File: config.mk
export PLATFORM = sky130hd
export DESIGN_NAME = occupancy_duty_cycle_meter_flat
export DESIGN_NICKNAME = d
export VERILOG_FILES = /design/src/rtl/odcm_pkg.sv /design/src/rtl/odcm_if.sv /design/src/rtl/occupancy_duty_cycle_meter.sv /design/src/rtl/odcm_acc.sv /design/src/rtl/odcm_div.sv /design/src/flat_wrapper.sv
export VERILOG_INCLUDE_DIRS = /design/src /design/src/rtl
export SDC_FILE = /design/constraint.sdc
export NUM_CORES = 1
export LEC_CHECK = 0
export BUFFER_PORTS_ARGS = -buffer_cell sky130_fd_sc_hd__buf_4
export CAP_MARGIN = 30
export CELL_PAD_IN_SITES_DETAIL_PLACEMENT = 0
export CELL_PAD_IN_SITES_GLOBAL_PLACEMENT = 2
export CORE_MARGIN = 3
export CORE_UTILIZATION = 37
export DETAILED_ROUTE_END_ITERATION = 10
export GPL_TIMING_DRIVEN = 0
export PLACE_DENSITY_LB_ADDON = 0.1
export RECOVER_POWER = 50
export REMOVE_ABC_BUFFERS = 1
export SLEW_MARGIN = 20
export SYNTH_ARGS = -nofsm -noshare
export SYNTH_HDL_FRONTEND = slang
export SYNTH_SLANG_ARGS = --single-unit
File: constraint.sdc
create_clock -name clk_i -period 2.6 [get_ports clk_i]
set_input_delay 0.52 -clock clk_i [delete_from_list [all_inputs] [get_ports clk_i]]
set_output_delay 0.52 -clock clk_i [all_outputs]
set_load 0.01 [all_outputs]
File: src/rtl/occupancy_duty_cycle_meter_macros.svh
// ---------------------------------------------------------------------------
// Assertion macros for the occupancy duty-cycle meter
// Concurrent checks on clk_i, disabled while rst_ni is low. Empty for synthesis.
// ---------------------------------------------------------------------------
`ifndef OCCUPANCY_DUTY_CYCLE_METER_MACROS_SVH
`define OCCUPANCY_DUTY_CYCLE_METER_MACROS_SVH

`ifndef SYNTH
// same-cycle implication
`define ODCM_ASSERT_IMP(lbl, ante, cons) \
  lbl: assert property (@(posedge clk_i) disable iff (!rst_ni) (ante) |-> (cons)) \
    else $error("odcm same-cycle check failed");
// next-cycle implication
`define ODCM_ASSERT_NXT(lbl, ante, cons) \
  lbl: assert property (@(posedge clk_i) disable iff (!rst_ni) (ante) |=> (cons)) \
    else $error("odcm next-cycle check failed");
`else
`define ODCM_ASSERT_IMP(lbl, ante, cons)
`define ODCM_ASSERT_NXT(lbl, ante, cons)
`endif

`endif

File: src/rtl/odcm_pkg.sv
// ---------------------------------------------------------------------------
// odcm_pkg
// Shared types and constants of the occupancy duty-cycle meter.
// ---------------------------------------------------------------------------
package odcm_pkg;

  localparam int unsigned TS_W  = 16;              // timestamp / accumulator width
  localparam int unsigned CNT_W = $clog2(TS_W);    // bit counter of the serial units
  localparam int unsigned TOT_W = TS_W + 1;        // high + low

  localparam logic [TS_W-1:0] ACC_MAX = '1;
  localparam logic [TS_W-1:0] Q15_ONE = 16'd32768;

  typedef enum logic [1:0] {
    KIND_EDGE    = 2'd0,
    KIND_REPORT  = 2'd1,
    KIND_RESTART = 2'd2
  } kind_e;

  typedef struct packed {
    logic done;
    logic carry;
  } acc_stat_t;

endpackage

File: src/rtl/odcm_if.sv
// ---------------------------------------------------------------------------
// odcm request / result channels
// Valid/ready channels carrying the meter's input requests and its reports.
// ---------------------------------------------------------------------------
interface odcm_in_if;
  import odcm_pkg::*;

  logic            valid;
  logic            ready;
  logic [1:0]      kind;
  logic [TS_W-1:0] timestamp;
  logic            pin_level;

  modport source (output valid, output kind, output timestamp, output pin_level,
                  input ready);
  modport sink   (input valid, input kind, input timestamp, input pin_level,
                  output ready);
endinterface

interface odcm_out_if;
  import odcm_pkg::*;

  logic            valid;
  logic            ready;
  logic [TS_W-1:0] occupancy;
  logic [TS_W-1:0] high_total;
  logic [TS_W-1:0] low_total;
  logic            saturated;

  modport source (output valid, output occupancy, output high_total, output low_total,
                  output saturated, input ready);
  modport sink   (input valid, input occupancy, input high_total, input low_total,
                  input saturated, output ready);
endinterface

File: src/rtl/occupancy_duty_cycle_meter.sv
// ---------------------------------------------------------------------------
// occupancy_duty_cycle_meter
// Duty-cycle meter for a motion-sensor line, bit-serial datapath.
// ---------------------------------------------------------------------------
// Usage:
//   in_i  : requests {kind, timestamp, pin_level}. kind edge adds the modulo
//           2^16 time since the last latched stamp to low time (pin rose) or
//           high time (pin fell), saturating at 65535 with a sticky flag.
//           kind report returns one result and clears; kind restart clears
//           and latches the stamp. Kind 3 is dropped.
//   out_o : one result per report: occupancy (Q1.15), both totals, saturated.
// Timing: requests are taken only when the meter is idle. An edge runs
//   through the serial adder and frees the input once the new total is
//   written back; a restart is done within the idle state. A report runs
//   the serial adder for the total and then the restoring divider, one
//   quotient bit per cycle, before its result is pushed out; when both
//   totals are zero the divider is skipped.
// Reset: all totals, the latched stamp and the flag clear to zero.
// Stall: the result waits in an output register; edges and restarts still go
//   ahead, a later report waits until the register is taken.
// ---------------------------------------------------------------------------
module occupancy_duty_cycle_meter (
  input  logic clk_i,
  input  logic rst_ni,
  odcm_in_if.sink    in_i,
  odcm_out_if.source out_o
);
  import odcm_pkg::*;
  `include "occupancy_duty_cycle_meter_macros.svh"

  typedef enum logic [2:0] {
    ST_IDLE,
    ST_EDGE,
    ST_SUM,
    ST_DIV,
    ST_PUSH
  } state_e;

  state_e          state_q;
  logic [TS_W-1:0] high_q, low_q, last_q, ts_q, occ_q;
  logic            ovf_q, lvl_q;
  logic            out_valid_q;
  logic [TS_W-1:0] out_occ_q, out_high_q, out_low_q;
  logic            out_sat_q;

  logic            in_ready, in_fire, out_free;
  logic            acc_start, div_start, div_done;
  logic [TS_W-1:0] acc_a, acc_b, acc_c, acc_sum, div_quot;
  logic [TOT_W-1:0] total;
  acc_stat_t       acc_stat;

  assign in_ready = (state_q == ST_IDLE);
  assign in_fire  = in_i.valid && in_ready;
  assign out_free = !out_valid_q || out_o.ready;
  assign total    = {acc_stat.carry, acc_sum};

  always_comb begin
    acc_start = 1'b0;
    acc_a     = high_q;
    acc_b     = low_q;
    acc_c     = '0;
    case (in_i.kind)
      KIND_EDGE: begin
        acc_start = in_fire;
        acc_a     = in_i.pin_level ? low_q : high_q;
        acc_b     = in_i.timestamp;
        acc_c     = last_q;
      end
      KIND_REPORT: begin
        acc_start = in_fire;
      end
      default: ;
    endcase
  end

  assign div_start = (state_q == ST_SUM) && acc_stat.done && (total != '0);

  odcm_acc u_acc (
    .clk_i   (clk_i),
    .rst_ni  (rst_ni),
    .start_i (acc_start),
    .a_i     (acc_a),
    .b_i     (acc_b),
    .c_i     (acc_c),
    .sum_o   (acc_sum),
    .stat_o  (acc_stat)
  );

  odcm_div u_div (
    .clk_i   (clk_i),
    .rst_ni  (rst_ni),
    .start_i (div_start),
    .num_i   (high_q),
    .den_i   (total),
    .quot_o  (div_quot),
    .done_o  (div_done)
  );

  always_ff @(posedge clk_i or negedge rst_ni) begin
    if (!rst_ni) begin
      state_q     <= ST_IDLE;
      high_q      <= '0;
      low_q       <= '0;
      last_q      <= '0;
      ovf_q       <= 1'b0;
      ts_q        <= '0;
      lvl_q       <= 1'b0;
      occ_q       <= '0;
      out_valid_q <= 1'b0;
      out_occ_q   <= '0;
      out_high_q  <= '0;
      out_low_q   <= '0;
      out_sat_q   <= 1'b0;
    end else begin
      // ST_PUSH refills the register itself when it is taken
      if (out_valid_q && out_o.ready && (state_q != ST_PUSH)) begin
        out_valid_q <= 1'b0;
      end
      case (state_q)
        ST_IDLE: begin
          if (in_fire) begin
            ts_q  <= in_i.timestamp;
            lvl_q <= in_i.pin_level;
            case (in_i.kind)
              KIND_EDGE:   state_q <= ST_EDGE;
              KIND_REPORT: state_q <= ST_SUM;
              KIND_RESTART: begin
                high_q <= '0;
                low_q  <= '0;
                ovf_q  <= 1'b0;
                last_q <= in_i.timestamp;
              end
              default: ;
            endcase
          end
        end
        ST_EDGE: begin
          if (acc_stat.done) begin
            if (lvl_q) begin
              low_q <= acc_stat.carry ? ACC_MAX : acc_sum;
            end else begin
              high_q <= acc_stat.carry ? ACC_MAX : acc_sum;
            end
            if (acc_stat.carry) begin
              ovf_q <= 1'b1;
            end
            last_q  <= ts_q;
            state_q <= ST_IDLE;
          end
        end
        ST_SUM: begin
          if (acc_stat.done) begin
            if (total == '0) begin
              occ_q   <= '0;
              state_q <= ST_PUSH;
            end else begin
              state_q <= ST_DIV;
            end
          end
        end
        ST_DIV: begin
          if (div_done) begin
            occ_q   <= div_quot;
            state_q <= ST_PUSH;
          end
        end
        ST_PUSH: begin
          if (out_free) begin
            out_valid_q <= 1'b1;
            out_occ_q   <= occ_q;
            out_high_q  <= high_q;
            out_low_q   <= low_q;
            out_sat_q   <= ovf_q;
            high_q      <= '0;
            low_q       <= '0;
            ovf_q       <= 1'b0;
            last_q      <= ts_q;
            state_q     <= ST_IDLE;
          end
        end
        default: state_q <= ST_IDLE;
      endcase
    end
  end

  assign in_i.ready       = in_ready;
  assign out_o.valid      = out_valid_q;
  assign out_o.occupancy  = out_occ_q;
  assign out_o.high_total = out_high_q;
  assign out_o.low_total  = out_low_q;
  assign out_o.saturated  = out_sat_q;

  `ODCM_ASSERT_IMP(a_acc_done_owned, acc_stat.done, (state_q == ST_EDGE) || (state_q == ST_SUM))
  `ODCM_ASSERT_IMP(a_div_done_owned, div_done, state_q == ST_DIV)
  `ODCM_ASSERT_NXT(a_sat_sets_flag, (state_q == ST_EDGE) && acc_stat.done && acc_stat.carry, ovf_q)
  `ODCM_ASSERT_IMP(a_occ_range, out_valid_q, out_occ_q <= Q15_ONE)

endmodule

File: src/rtl/odcm_acc.sv
// ---------------------------------------------------------------------------
// odcm_acc
// Bit-serial a + (b - c), LSB first, one bit per cycle; carry out kept.
// ---------------------------------------------------------------------------
module odcm_acc (
  input  logic                        clk_i,
  input  logic                        rst_ni,
  input  logic                        start_i,
  input  logic [odcm_pkg::TS_W-1:0]   a_i,
  input  logic [odcm_pkg::TS_W-1:0]   b_i,
  input  logic [odcm_pkg::TS_W-1:0]   c_i,
  output logic [odcm_pkg::TS_W-1:0]   sum_o,
  output odcm_pkg::acc_stat_t         stat_o
);
  import odcm_pkg::*;

  logic [TS_W-1:0]  a_q, b_q, c_q;
  logic             carry_q, borrow_q;
  logic             busy_q, done_q;
  logic [CNT_W-1:0] cnt_q;

  logic diff_bit, borrow_d, sum_bit, carry_d;

  // modulo subtract feeding straight into the add
  always_comb begin
    diff_bit = b_q[0] ^ c_q[0] ^ borrow_q;
    borrow_d = (~b_q[0] & c_q[0]) | (~(b_q[0] ^ c_q[0]) & borrow_q);
    sum_bit  = a_q[0] ^ diff_bit ^ carry_q;
    carry_d  = (a_q[0] & diff_bit) | (a_q[0] & carry_q) | (diff_bit & carry_q);
  end

  always_ff @(posedge clk_i or negedge rst_ni) begin
    if (!rst_ni) begin
      busy_q <= 1'b0;
      done_q <= 1'b0;
      cnt_q  <= '0;
    end else if (start_i) begin
      busy_q <= 1'b1;
      done_q <= 1'b0;
      cnt_q  <= '0;
    end else if (busy_q) begin
      cnt_q <= cnt_q + CNT_W'(1);
      if (cnt_q == CNT_W'(TS_W - 1)) begin
        busy_q <= 1'b0;
        done_q <= 1'b1;
      end
    end else begin
      done_q <= 1'b0;
    end
  end

  // a_q doubles as the sum shift register
  always_ff @(posedge clk_i) begin
    if (start_i) begin
      a_q      <= a_i;
      b_q      <= b_i;
      c_q      <= c_i;
      carry_q  <= 1'b0;
      borrow_q <= 1'b0;
    end else if (busy_q) begin
      a_q      <= {sum_bit, a_q[TS_W-1:1]};
      b_q      <= {1'b0, b_q[TS_W-1:1]};
      c_q      <= {1'b0, c_q[TS_W-1:1]};
      carry_q  <= carry_d;
      borrow_q <= borrow_d;
    end
  end

  assign sum_o        = a_q;
  assign stat_o.done  = done_q;
  assign stat_o.carry = carry_q;

endmodule

File: src/rtl/odcm_div.sv
// ---------------------------------------------------------------------------
// odcm_div
// Restoring divider for num * 2^15 / den, one quotient bit per cycle.
// ---------------------------------------------------------------------------
module odcm_div (
  input  logic                        clk_i,
  input  logic                        rst_ni,
  input  logic                        start_i,
  input  logic [odcm_pkg::TS_W-1:0]   num_i,
  input  logic [odcm_pkg::TOT_W-1:0]  den_i,
  output logic [odcm_pkg::TS_W-1:0]   quot_o,
  output logic                        done_o
);
  import odcm_pkg::*;

  logic [TOT_W-1:0] rem_q, den_q, rem_d;
  logic [TS_W-1:0]  quot_q;
  logic             nb_q;
  logic             busy_q, done_q;
  logic [CNT_W-1:0] cnt_q;

  logic [TOT_W:0]   trial, diff;
  logic             ge;

  always_comb begin
    trial = {rem_q, nb_q};
    diff  = trial - {1'b0, den_q};
    ge    = ~diff[TOT_W];
    rem_d = ge ? diff[TOT_W-1:0] : trial[TOT_W-1:0];
  end

  always_ff @(posedge clk_i or negedge rst_ni) begin
    if (!rst_ni) begin
      busy_q <= 1'b0;
      done_q <= 1'b0;
      cnt_q  <= '0;
    end else if (start_i) begin
      busy_q <= 1'b1;
      done_q <= 1'b0;
      cnt_q  <= '0;
    end else if (busy_q) begin
      cnt_q <= cnt_q + CNT_W'(1);
      if (cnt_q == CNT_W'(TS_W - 1)) begin
        busy_q <= 1'b0;
        done_q <= 1'b1;
      end
    end else begin
      done_q <= 1'b0;
    end
  end

  // dividend is num << 15; its top bits start as the remainder (num >> 1 < den),
  // then num[0] and zeros are brought in one per cycle
  always_ff @(posedge clk_i) begin
    if (start_i) begin
      rem_q  <= {2'b00, num_i[TS_W-1:1]};
      nb_q   <= num_i[0];
      den_q  <= den_i;
      quot_q <= '0;
    end else if (busy_q) begin
      rem_q  <= rem_d;
      nb_q   <= 1'b0;
      quot_q <= {quot_q[TS_W-2:0], ge};
    end
  end

  assign quot_o = quot_q;
  assign done_o = done_q;

endmodule
File: src/flat_wrapper.sv
// flat-port wrapper written by rule: the top's interface ports become plain ports
module occupancy_duty_cycle_meter_flat import odcm_pkg::*;
  (clk_i, rst_ni, in_i_valid, in_i_kind, in_i_timestamp, in_i_pin_level, in_i_ready, out_o_valid, out_o_occupancy, out_o_high_total, out_o_low_total, out_o_saturated, out_o_ready);
  odcm_in_if in_i_i ();
  odcm_out_if out_o_i ();
  input  logic clk_i;
  input  logic rst_ni;
  input wire logic [$bits(in_i_i.valid)-1:0] in_i_valid;
  input wire logic [$bits(in_i_i.kind)-1:0] in_i_kind;
  input wire logic [$bits(in_i_i.timestamp)-1:0] in_i_timestamp;
  input wire logic [$bits(in_i_i.pin_level)-1:0] in_i_pin_level;
  output wire logic [$bits(in_i_i.ready)-1:0] in_i_ready;
  output wire logic [$bits(out_o_i.valid)-1:0] out_o_valid;
  output wire logic [$bits(out_o_i.occupancy)-1:0] out_o_occupancy;
  output wire logic [$bits(out_o_i.high_total)-1:0] out_o_high_total;
  output wire logic [$bits(out_o_i.low_total)-1:0] out_o_low_total;
  output wire logic [$bits(out_o_i.saturated)-1:0] out_o_saturated;
  input wire logic [$bits(out_o_i.ready)-1:0] out_o_ready;
  assign in_i_i.valid = in_i_valid;
  assign in_i_i.kind = in_i_kind;
  assign in_i_i.timestamp = in_i_timestamp;
  assign in_i_i.pin_level = in_i_pin_level;
  assign in_i_ready = in_i_i.ready;
  assign out_o_valid = out_o_i.valid;
  assign out_o_occupancy = out_o_i.occupancy;
  assign out_o_high_total = out_o_i.high_total;
  assign out_o_low_total = out_o_i.low_total;
  assign out_o_saturated = out_o_i.saturated;
  assign out_o_i.ready = out_o_ready;
  occupancy_duty_cycle_meter u_core (.clk_i(clk_i), .rst_ni(rst_ni), .in_i(in_i_i), .out_o(out_o_i));
endmodule
After elaboration in Yosys (flattened, before gate mapping):

Cells that the tools add are included.

* register bits: 248
* bits of input ports: 23
* output and inout bits: 51
* word-level logic and storage cells: 161

* $add $sub $neg: 3
* equality and inequality tests: 22
* mux-type cells: 68
* bitwise operators: 15
* reduce and logical (&&, ||, !) cells: 24

Operators with widths (number)
* two-way mux 16 bit: 25
* case mux 16 bit (3 select lines): 3
* case mux 16 bit (2 select lines): 1
* two-way mux 15 bit: 2
* AND reduction 6 bit: 4
* two-way mux 1 bit: 23
* two-way mux 3 bit: 6
* subtractor 18 x 17 -> 18 bit: 1
* logical NOT 17 bit: 1
* two-way mux 17 bit: 1
* nonzero test 17 bit: 1
* two-way mux 4 bit: 4
* != test 2 bit (second input constant): 8
* case mux 3 bit (5 select lines): 1
* adder 4 x 1 -> 4 bit (second input constant): 2
* == test 4 bit (second input constant): 2
* == test 3 x 2 -> 1 bit (second input constant): 2
* != test 3 x 1 -> 1 bit (second input constant): 2
* != test 3 bit (second input constant): 2
* case mux 3 bit (2 select lines): 1
* nonzero test 2 bit: 3
* AND 1 bit: 5
* logical AND 1 bit: 5
* AND reduction 5 bit: 1
* other kinds (17): 26

Longest topological paths before layout:

Gate-level depths: netlist (run 1).

* word-level depth: 6
* mapped depth: 12
* gate-level depth less buffers: 11

Cells and area by module:

A second synthesis (run 1) with hierarchy kept.

* cell total of the unflattened synthesis: 1016
* area, all modules: 11810.1 um2

Modules (own cells, without submodules)
* occupancy_duty_cycle_meter: times used 1, cells each 547, area each 6084.6 um2, seq. area each 3378.2 um2
* odcm_div: times used 1, cells each 326, area each 3249.4 um2, seq. area each 1501.4 um2
* odcm_acc: times used 1, cells each 143, area each 2476.1 um2, seq. area each 1631.6 um2

Worst setup path before layout (run 1):

No wires, ideal clock.

* path kind: register -> register
* start point: reg u_core.state_q[0]
* end point: reg u_core.u_acc.b_q[0] (enable)
* library setup time: 0.407 ns
* data arrival time: 2.438 ns
* required time: 2.193 ns
* slack: -0.244 ns
* stages on the path, launching flop included: 8
* path buffers: 3
* clock period less this slack: 2.844 ns
* cells stage by stage: dfrtp_1 buf_2 nor3_4 and2_1 nand2b_1 clkbuf_1 clkbuf_1 nand2_1

* longest elaborated chain between the ends: 4

Ends and longest elaborated chain
* start: declaration: line occupancy_duty_cycle_meter.sv:39 `state_e state_q;`
* start signal: assignment: line occupancy_duty_cycle_meter.sv:101 `state_q <= ST_IDLE;`
* start signal: assignment: line occupancy_duty_cycle_meter.sv:125 `KIND_EDGE: state_q <= ST_EDGE;`
* start signal: assignment: line occupancy_duty_cycle_meter.sv:126 `KIND_REPORT: state_q <= ST_SUM;`
* logical NOT 3 bit: line occupancy_duty_cycle_meter.sv:52 `assign in_ready = (state_q == ST_IDLE);`
* named net in_i_ready: line flat_wrapper.sv:12 `output wire logic [$bits(in_i_i.ready)-1:0] in_i_ready;`
* logical AND 1 bit: line occupancy_duty_cycle_meter.sv:53 `assign in_fire = in_i.valid && in_ready;`
* two-way mux 1 bit: line occupancy_duty_cycle_meter.sv:62 `case (in_i.kind)`
* nonzero test 2 bit (no source line)
* end signal: assignment: line odcm_acc.sv:56 `b_q <= b_i;`
* end signal: assignment: line odcm_acc.sv:62 `b_q <= {1'b0, b_q[TS_W-1:1]};`
* end: declaration: line odcm_acc.sv:17 `logic [TS_W-1:0] a_q, b_q, c_q;`

The timed path passes the listed nets, and every way through them passes these cells.
A chain may end at the register's enable or synchronous reset.

Worst setup path after layout (run 1):

* start point: reg u_core.u_div.rem_q[5]
* end point: reg u_core.u_div.rem_q[11], data pin

* longest elaborated chain between the ends: 4

Ends and longest elaborated chain
* start: declaration: line odcm_div.sv:16 `logic [TOT_W-1:0] rem_q, den_q, rem_d;`
* start signal: assignment: line odcm_div.sv:56 `rem_q <= {2'b00, num_i[TS_W-1:1]};`
* start signal: assignment: line odcm_div.sv:61 `rem_q <= rem_d;`
* subtractor 18 x 17 -> 18 bit: line odcm_div.sv:27 `diff = trial - {1'b0, den_q};`
* two-way mux 17 bit: line odcm_div.sv:29 `rem_d = ge ? diff[TOT_W-1:0] : trial[TOT_W-1:0];`
* two-way mux 15 bit: line odcm_div.sv:60 `end else if (busy_q) begin`
* two-way mux 15 bit: line odcm_div.sv:55 `if (start_i) begin`

Every way passes these cells. The select of a mux whose other input is x is not followed.

==> flow_results.org, run 1 <==
** Status
- Result of the run :: complete, but fails checks
- The final reports fail on capacitance limit, slew limit.

** Critical path
- Type of origin of the critical path :: flop
- Cell type of the slowest stage on the worst timing path :: sky130_fd_sc_hd__edfxtp_1
- Cell-by-cell trace of the critical path :: ha_4 -> a21oi_2 -> o21ai_1 -> a41o_1 -> a21oi_4 -> mux2i_4 -> clkbuf_16 -> mux2i_2 -> a21oi_1
- The worst setup path is captured at a flop.
- R2r setup slk :: around 50 ps
- End of the worst register-to-register path :: u_core.u_div.rem_q[11]$_DFFE_PP_
- The largest single stage delay on the critical path is 440 ps.
- Critical Path AT :: 2840 ps
- On the critical path the largest part of the delay comes from compound AO/OA/AOI/OAI gates.
- The worst register-to-register path begins at u_core.u_div.rem_q[5]$_DFFE_PP_.
- The critical path is of the flop to flop type.
- At the worst endpoint, the required time is 2890 ps.
- Worst Path Max Fanout :: 7
- Combined buffer and inverter count along the critical path :: 1
- Worst R2R Path Depth :: 9

** Routing
- Count of unresolved DRC violations after routing :: 0
- Remaining antenna violation count :: 0
- Dividing the detail-routed wire length by the instance count gives ~18 um.
- Iteration count of the initial detailed-routing pass :: 4
- Detailed routing inserted a total of 7,322 vias.
- Final wirelength :: about 26,000 um
- After the first detailed-routing iteration, the DRC count stood at about 410.
- Using the TritonRoute via totals, the vias-per-cell ratio works out to 5.008.

** Min path
- Number of cells traversed by the worst hold path :: 3
- The path class of the tightest hold or removal check is input port to flop.
- In this run the most critical hold path is launched from in_i_timestamp[15].
- The worst hold path terminates at u_core.ts_q[15]$_DFFE_PN0P_.

** Logic synthesis
- Number of synthesized flops with an enable pin :: 81
- Ys Warns :: 0
- Synthesis produced a netlist whose cell count is 980.
- Synthesis inferred 248 register bits.
- The share of the synthesized area in compound gates (AO/OA/AOI/OAI) was 0.1190.
- The synthesized netlist occupies a cell area of 0.01113 sq mm.
- The portion of synthesized area spent on multiplexers is 0.1207.
- Of the total synthesized cell area, the portion taken by AND, OR, NAND and NOR gates is 0.1027.
- Synth Area in XOR/XNOR :: 0.01338
- For this run, asynchronously set or reset flops after synthesis account for 0.5927.
- After synthesis, the largest family of logic cells by area is multiplexers.
- In the synthesized netlist the dominant register cell turns out to be sky130_fd_sc_hd__dfrtp_1.
- Seq/Total Area, Yosys :: 0.5849
- Synthesis instantiated 58 different standard cells from the library.
- Of the total synthesized cell area, the portion taken by full adders, half adders and majority gates is 0.02675.
- Each instance of the synthesized netlist takes up on average 11.36 sq um.

** STA
- Final setup violation count :: 0
- The worst path in the final design needs a cycle of ~2600 ps, including I/O delays and setup.
- Setup slack closes at slightly below 50 ps.
- At the pin with the least slew margin, the transition time is 1696 ps.
- Summed over all failing endpoints, the final setup total negative slack is 0 ps.
- Static timing analysis puts the maximum clock frequency at just under 400 MHz.
- Final hold vios :: 0
- In the finished design, the share of the clock period the worst path needs comes to 0.9809.
- Setup clock skew after layout :: roughly 11 ps
- Number of pins exceeding their max-slew limit in the final report :: 71
- Worst-case headroom to the max-slew limit :: -0.1305
- Setup repair after global routing missed its margin :: yes

** Place
- Post-Place Worst Slack :: -986.3 ps
- Placer's final routability congestion estimate :: approximately 0.73
- The placed instances occupy a cell area of 0.01219 sq mm.
- Input and output buffers added on the ports amount to 73.
- Detailed placement finished with a half-perimeter wire length of 17,210 um.

** CTS
- In this run, CTS created clock tree buffers numbering 29.
- Depth of the CTS H-tree :: 1
- The root buffer cell chosen for the clock tree is sky130_fd_sc_hd__clkbuf_16.
- The clock reaches the later pin of the worst-skew pair after ~540 ps.
- In this run the deepest clock path goes through 3 buffers.
- TritonCTS sink count :: 248
- Post-CTS clock slew at the launch and capture registers of the worst setup and hold paths :: 60 ps
- TritonCTS built the clock tree.

** Cells and area
- Diode insertion count for antenna repair :: 0
- Relative to the synthesized area, the layout overhead comes to 20.13%.
- Counting the fill cells in the layout gives 2,826.
- Of the cells placed in the final design, the portion with a size suffix greater than 1 is 0.1846.
- Area taken by multi-input logic gates :: around 0.0047 sq mm
- Storage cell area :: 0.006513 sq mm
- Post-layout instance area :: 0.01337 sq mm
- The largest registers in the layout are u_core.u_div.den_q x17, u_core.u_div.rem_q x17.
- At the end of the flow, the number of nets in the layout was roughly 1,100.

** Global routing
- Global-route total usage across every layer :: 0.1615
- For this run the aggregate overflow at the end of global routing stands at 0.
- Antenna violations before repair :: 0
- Entering global routing, the biggest net connects 78 pins.
- Wire length of the first global-routing pass :: 43,020 um
- The number of global-route vias before repair is ~7,600.

** Floorplan
- Row generation in the floorplan step produced 62 rows.
- From left edge to right edge, the die measures 179.5 um.
- Pin placement for this block handled 74 I/O pins.
- The total area inside the core boundary comes to about 0.029 sq mm.
- Vert. Die Dim :: 179.5 um
- Effective utilization at floorplan :: 0.3816
- Die area :: ~0.032 sq mm

** Job
- Across the run, the number of max-cap violations was 1.

** Power
- Power spread over the standard cell area amounts to 1321 mW/mm^2.
- Summed over all cells, the static leakage comes to 0.005687 uW.
- The worst-case IR drop observed on VDD is 0.0005322 V.
-- synthesized netlist by cell type (all sizes together), types with 9 or more instances --
cell / instances / share of area
dfxtp: 20 / 0.036
ha: 19 / 0.021
edfxtp: 81 / 0.22
xnor2: 10 / 0.0079
nor2: 43 / 0.015
clkbuf: 33 / 0.011
inv: 30 / 0.010
a21oi: 28 / 0.014
nand2: 166 / 0.056
dfrtp: 147 / 0.33
nand3: 9 / 0.0040
a22o: 32 / 0.025
mux2i: 78 / 0.070
buf: 22 / 0.011
mux2: 50 / 0.051
o21ai: 119 / 0.054
-- routing by layer --
layer  up-vias  track usage  routed length (um)  share of wire
li1       3636            -                   -              -
met1      3563       0.2425               13300           0.51
met2        94       0.2529               11820           0.45
met3        29      0.02324                 822          0.031
met4         0      0.02816                 328          0.012
met5         -            0                   0              0
-- tightest hold or removal path, stage by stage --
cell and delay (ps):
sky130_fd_sc_hd__buf_4 90, sky130_fd_sc_hd__nand2_1 40, sky130_fd_sc_hd__nand2_1 40
-- layout make-up --
cell class                      count  area share
Timing Repair Buffer               98     0.04800
Tap cell                          384     0.03593
Sequential cell                   248      0.4870
Inverter                           30    0.009356
Clock buffer                       49     0.06596
Multi-Input combinational cell    648      0.3513
Clock inverter                      5    0.002433
-- kinds of logic (layout without fill, tap and decap cells) --
group	after synthesis	count (layout)
simple gates	264	265
xor+xnor	17	17
fa+ha+maj	22	22
compound gates	216	216
mux	128	128
buf+inv	85	182
flops	248	248
-- worst max-delay path by stage --
stage	cells after the start	slack [ps]	start	to
floorplan	4	-1560	u_core.state_q[0]$_DFFE_PN0P_	u_core.u_acc.b_q[0]$_DFFE_PP_
global placement	4	-3940	u_core.state_q[0]$_DFFE_PN0P_	u_core.u_acc.c_q[6]$_DFFE_PP_
global route	10	-60	u_core.u_div.den_q[1]$_DFFE_PP_	u_core.u_div.rem_q[2]$_DFFE_PP_
finish	9	50	u_core.u_div.rem_q[5]$_DFFE_PP_	u_core.u_div.rem_q[11]$_DFFE_PP_
detailed placement	7	-990	u_core.u_acc.sum_o[11]$_DFFE_PP_	u_core.u_div.rem_q[4]$_DFFE_PP_
CTS	8	1	u_core.u_div.rem_q[10]$_DFFE_PP_	u_core.u_div.rem_q[0]$_DFFE_PP_
-- cell usage in the layout, fill, tap and decap left out, types with 31 or more instances in the layout --
cell type,n
sky130_fd_sc_hd__mux2_2,49
sky130_fd_sc_hd__o21ai_0,108
sky130_fd_sc_hd__a22o_1,32
sky130_fd_sc_hd__edfxtp_1,81
sky130_fd_sc_hd__clkbuf_16,31
sky130_fd_sc_hd__mux2i_1,75
sky130_fd_sc_hd__nand2_1,163
sky130_fd_sc_hd__dfrtp_1,146
sky130_fd_sc_hd__nor2_1,41
sky130_fd_sc_hd__clkbuf_1,66
sky130_fd_sc_hd__buf_4,33
-- what timing repair did --
item / 4_1_cts / 5_1_grt
hold endpoints to repair: 70 / 0
pin swaps: 7 / 18
hold buffers: 1 / 0
cloned: 1 / 1
gates resized for setup: 31 / 49
setup buffers: 6 / 7
setup endpoints to repair: 168 / 116
-- metrics by stage --
step,power (uW),hold WS (ps),instances,utilization
2_1_floorplan,10820,224.4,925,-
3_3_place_gp,12690,455.0,1382,0.4084
3_5_place_dp,13300,461.1,1392,0.4178
4_1_cts,17530,163.9,1454,0.4556
5_1_grt,19060,175.1,1462,0.4585
6_report,17660,187.7,1462,0.4585
-- where the power goes --
part,internal (uW),switching [uW],leakage [uW]
logic,3050,3670,0.00230
clock network,2300,1580,0.000449
registers,5810,1250,0.00294
Power figures use the tool's default switching activity.
==> inputs of run 2 (changes only) <==
SETUP_SLACK_MARGIN = 0.1   (was default)
==> run 2 against run 1 <==
Compared with the run above:
- global-route usage increased by 0.29 points
- core utilization grew 0.30 points
- largest power group unchanged
- die area unchanged
- first-iteration DRC count is 0.72% higher
- sequential cell count unchanged
- hold slack worse by 0.59 ps
- clock power barely moved
- sequential share of layout area is 0.31 points lower
- critical path depth unchanged
- non-clock buffer count grew 7
- clock skew rose by 1.5 ps
- the flow still finishes with violations (capacitance limit, slew limit)
- via count grew 0.49%
==> flow_results.org, run 2 (synthesis results as in run 1) <==
** Place
- Post-DP HPWL :: 17,210 um (unchanged)
- Placer's final routability congestion estimate :: 0.7298 (unchanged)
- The placed standard-cell area is 0.01219 sq mm (unchanged).
- The count of buffers from port buffering came to 73 (unchanged).
- The placement-stage worst setup slack is -986.3 ps (unchanged).

** Cells and area
- # nets final :: 1,107 (+0.64%)
- Commonest non-fill, non-tap cell in the layout :: sky130_fd_sc_hd__nand2_1
- The fill cell total of the finished layout came to 2,824 (-0.071%).
- The final antenna diode count is 0 (unchanged).
- In the final layout, the registers with the most flip-flops are u_core.u_div.den_q x17, u_core.u_div.rem_q x17.
- P&R area growth vs syn :: 20.91%
- Commonest cells after routing, fill and taps aside :: sky130_fd_sc_hd__nand2_1, sky130_fd_sc_hd__dfrtp_1, sky130_fd_sc_hd__o21ai_0
- The post-layout instance area was 0.01346 sq mm (+0.65%).
- Fraction of final layout cells sized beyond drive strength 1 :: 0.1889 (+0.004339)

** Routing
- The per-cell routed wire length was 17.95 um (-0.11%).
- Vias/cell :: 5.009 (about the same)
- Count of unresolved DRC violations after routing :: 0 (unchanged)
- Iteration count of the initial detailed-routing pass :: 4 (unchanged)
- Final wirelength :: 26,370 um (+0.37%)
- The DRC violation total after the first TritonRoute iteration came to 417 (+0.72%).
- The residual antenna-violating net count after detailed routing came to 0 (unchanged).
- Overall via count from detail_route :: 7,358 (+0.49%)

** CTS
- The H-tree depth is 1 (unchanged).
- TritonCTS sink count :: 248 (unchanged)
- TritonCTS buffer count :: 29 (unchanged)
- The clock latency on the worst-skew pair is 540 ps (about the same).
- The maximum count of clock buffers along a single path is 3 (unchanged).
- CTS Root Cell :: sky130_fd_sc_hd__clkbuf_16
- TritonCTS built the clock tree.
- Post-CTS clock slew at the launch and capture registers of the worst setup and hold paths :: 60 ps (about the same)

** Power
- The total power per unit cell area came to 1337 mW/mm^2 (+1.2%).
- Total power of the final layout :: 17,990 uW (+1.8%)
- The leakage dissipation is 0.005730 uW (+0.76%).
- The maximum vdd ir drop was 0.0005491 V (+3.2%).

** Floorplan
- The I/O pin count was 74 (unchanged).
- Core Rows :: 62 (unchanged)
- Width of the die :: 179.5 um (unchanged)
- Vert. Die Dim :: 179.5 um (unchanged)
- The effective utilization at floorplan came to 0.3816 (unchanged).
- Total core area :: 0.02917 sq mm (unchanged)
- The area of the die came to 0.03220 sq mm (unchanged).

** STA
- The final critical-path share of the clock period was 0.9783 (-0.002599).
- The number of endpoints with negative hold slack in the final report was 0 (unchanged).
- Final setup violation count :: 0 (unchanged)
- Worst path setup slack after routing :: 56.33 ps (+6.757 ps)
- Number of pins exceeding their max-slew limit in the final report :: 71 (unchanged)
- Setup repair after global routing could not meet its margin everywhere.
- The normalized max-slew margin came to -0.1327 (-0.002181).
- Final critical-path required period :: 2544 ps (-6.757 ps)
- The slew at the pin closest to its max-slew limit was 1699 ps (+3.272 ps).
- Hold Worst Slack :: 187.1 ps (-0.5890 ps)
- The final setup skew came to 12.80 ps (+1.507 ps).
- Timing-limited maximum frequency :: 393.1 MHz (+0.27%)

** Global routing
- GRT Residual Overflow :: 0 (unchanged)
- Maximum number of pins on one net before global-route repair :: 78 (unchanged)
- The initial antenna violation count was 0 (unchanged).
- Global-route total usage across every layer :: 0.1644 (+0.002936)
- The global-route wire length before repair was 43,750 um (+1.7%).
- The number of global-route vias before repair was 7,658 (+1.2%).

** Critical path
- The arrival time of the worst setup path came to 2830 ps (about the same).
- The worst setup path is captured at a flop.
- Among all stages on the critical path, the largest delay is contributed by sky130_fd_sc_hd__edfxtp_1.
- Type of origin of the critical path :: flop
- Required time of the critical path :: 2890 ps (about the same)
- Cell-by-cell trace of the critical path :: ha_4 -> and2_1 -> a41o_1 -> a21oi_4 -> mux2i_4 -> buf_12 -> buf_16 -> mux2i_2 -> a21oi_1
- Classification of the worst setup path :: flop to flop
- The highest fanout seen on the critical path was 7 (unchanged).
- The stage delay of the slowest cell on the critical path was 440 ps (about the same).

** Status
- Violated checks :: capacitance limit, slew limit
- Result of the run :: complete, but fails checks

** Job
- Max-cap violations :: 1 (unchanged)

** Min path
- Tightest Hold Check Type :: input port to flop
run 2: cell count changes in the layout (fill, tap and decap cells not counted), sizes merged:
cell	change
buf	+8
clkbuf	-1
run 2: final timing paths:
path,start,endpoint,slack (ps),depth (start not counted)
max in group asynchronous,rst_ni,u_core.out_o.high_total[6]$_DFFE_PN0P_,440,3
worst min-delay path,in_i_timestamp[15],u_core.ts_q[15]$_DFFE_PN0P_,190,3
min in group asynchronous,rst_ni,u_core.occ_q[12]$_DFFE_PN0P_,960,2
worst max-delay path,u_core.u_div.rem_q[10]$_DFFE_PP_,u_core.u_div.rem_q[11]$_DFFE_PP_,60,9
worst max register to register,u_core.u_div.rem_q[10]$_DFFE_PP_,u_core.u_div.rem_q[11]$_DFFE_PP_,60,9
worst min register to register,u_core.u_div.quot_o[15]$_SDFFE_PP0P_,u_core.occ_q[15]$_DFFE_PN0P_,470,1
run 2: layer usage:
metal  wire (um)  global-route usage  vias up
met2       11800              0.2579       95
met1       13310              0.2454     3586
met3         879             0.02405       31
met5           0                   0        -
met4         387             0.03094        0
li1            -                   -     3646
run 2: area by class of cell:
cell class,instances,area [sq um],share of cell area
repair buffers,105,733.2,0.05448
clock buffers,49,882.1,0.06554
clock inverters,5,32.53,0.002417
multi-input cells,648,4693,0.3487
well taps,384,480.5,0.03570
flip-flops and latches,248,6513,0.4839
inverters,30,125.1,0.009296
run 2: critical path, delay by kind of cell, from the launching register on:
kind | cells | cell delay (ps)
and+or+nand+nor | 1 | 200
muxes | 2 | 510
AOI/OAI and AO/OA | 3 | 530
buffers and inverters | 2 | 300
DFF | 1 | 440
adders and majority gates | 1 | 300
run 2: power by group:
group | total [uW] | internal (uW) | switching, uW
clock network | 3870 | 2300 | 1580
registers | 7060 | 5810 | 1250
logic | 7060 | 3300 | 3760
total | 18000 | 11400 | 6580
run 2: through the flow:
| step | utilization | setup TNS [ps] | std cells |
|---|---|---|---|
| finish | 0.4614 | 0 | 1469 |
| global placement | 0.4084 | -569280 | 1382 |
| detailed placement | 0.4178 | -50180 | 1392 |
| global route | 0.4614 | -111.9 | 1469 |
| floorplan | - | -137410 | 925 |
| CTS | 0.4647 | 0 | 1464 |
run 2: what timing repair did:
item,CTS,global route
endpoints found under the hold margin,70,0
setup buffers,15,5
pin swaps,13,17
hold buffers,1,0
setup endpoints to repair,168,81
resized for setup,62,21
cloned,2,0
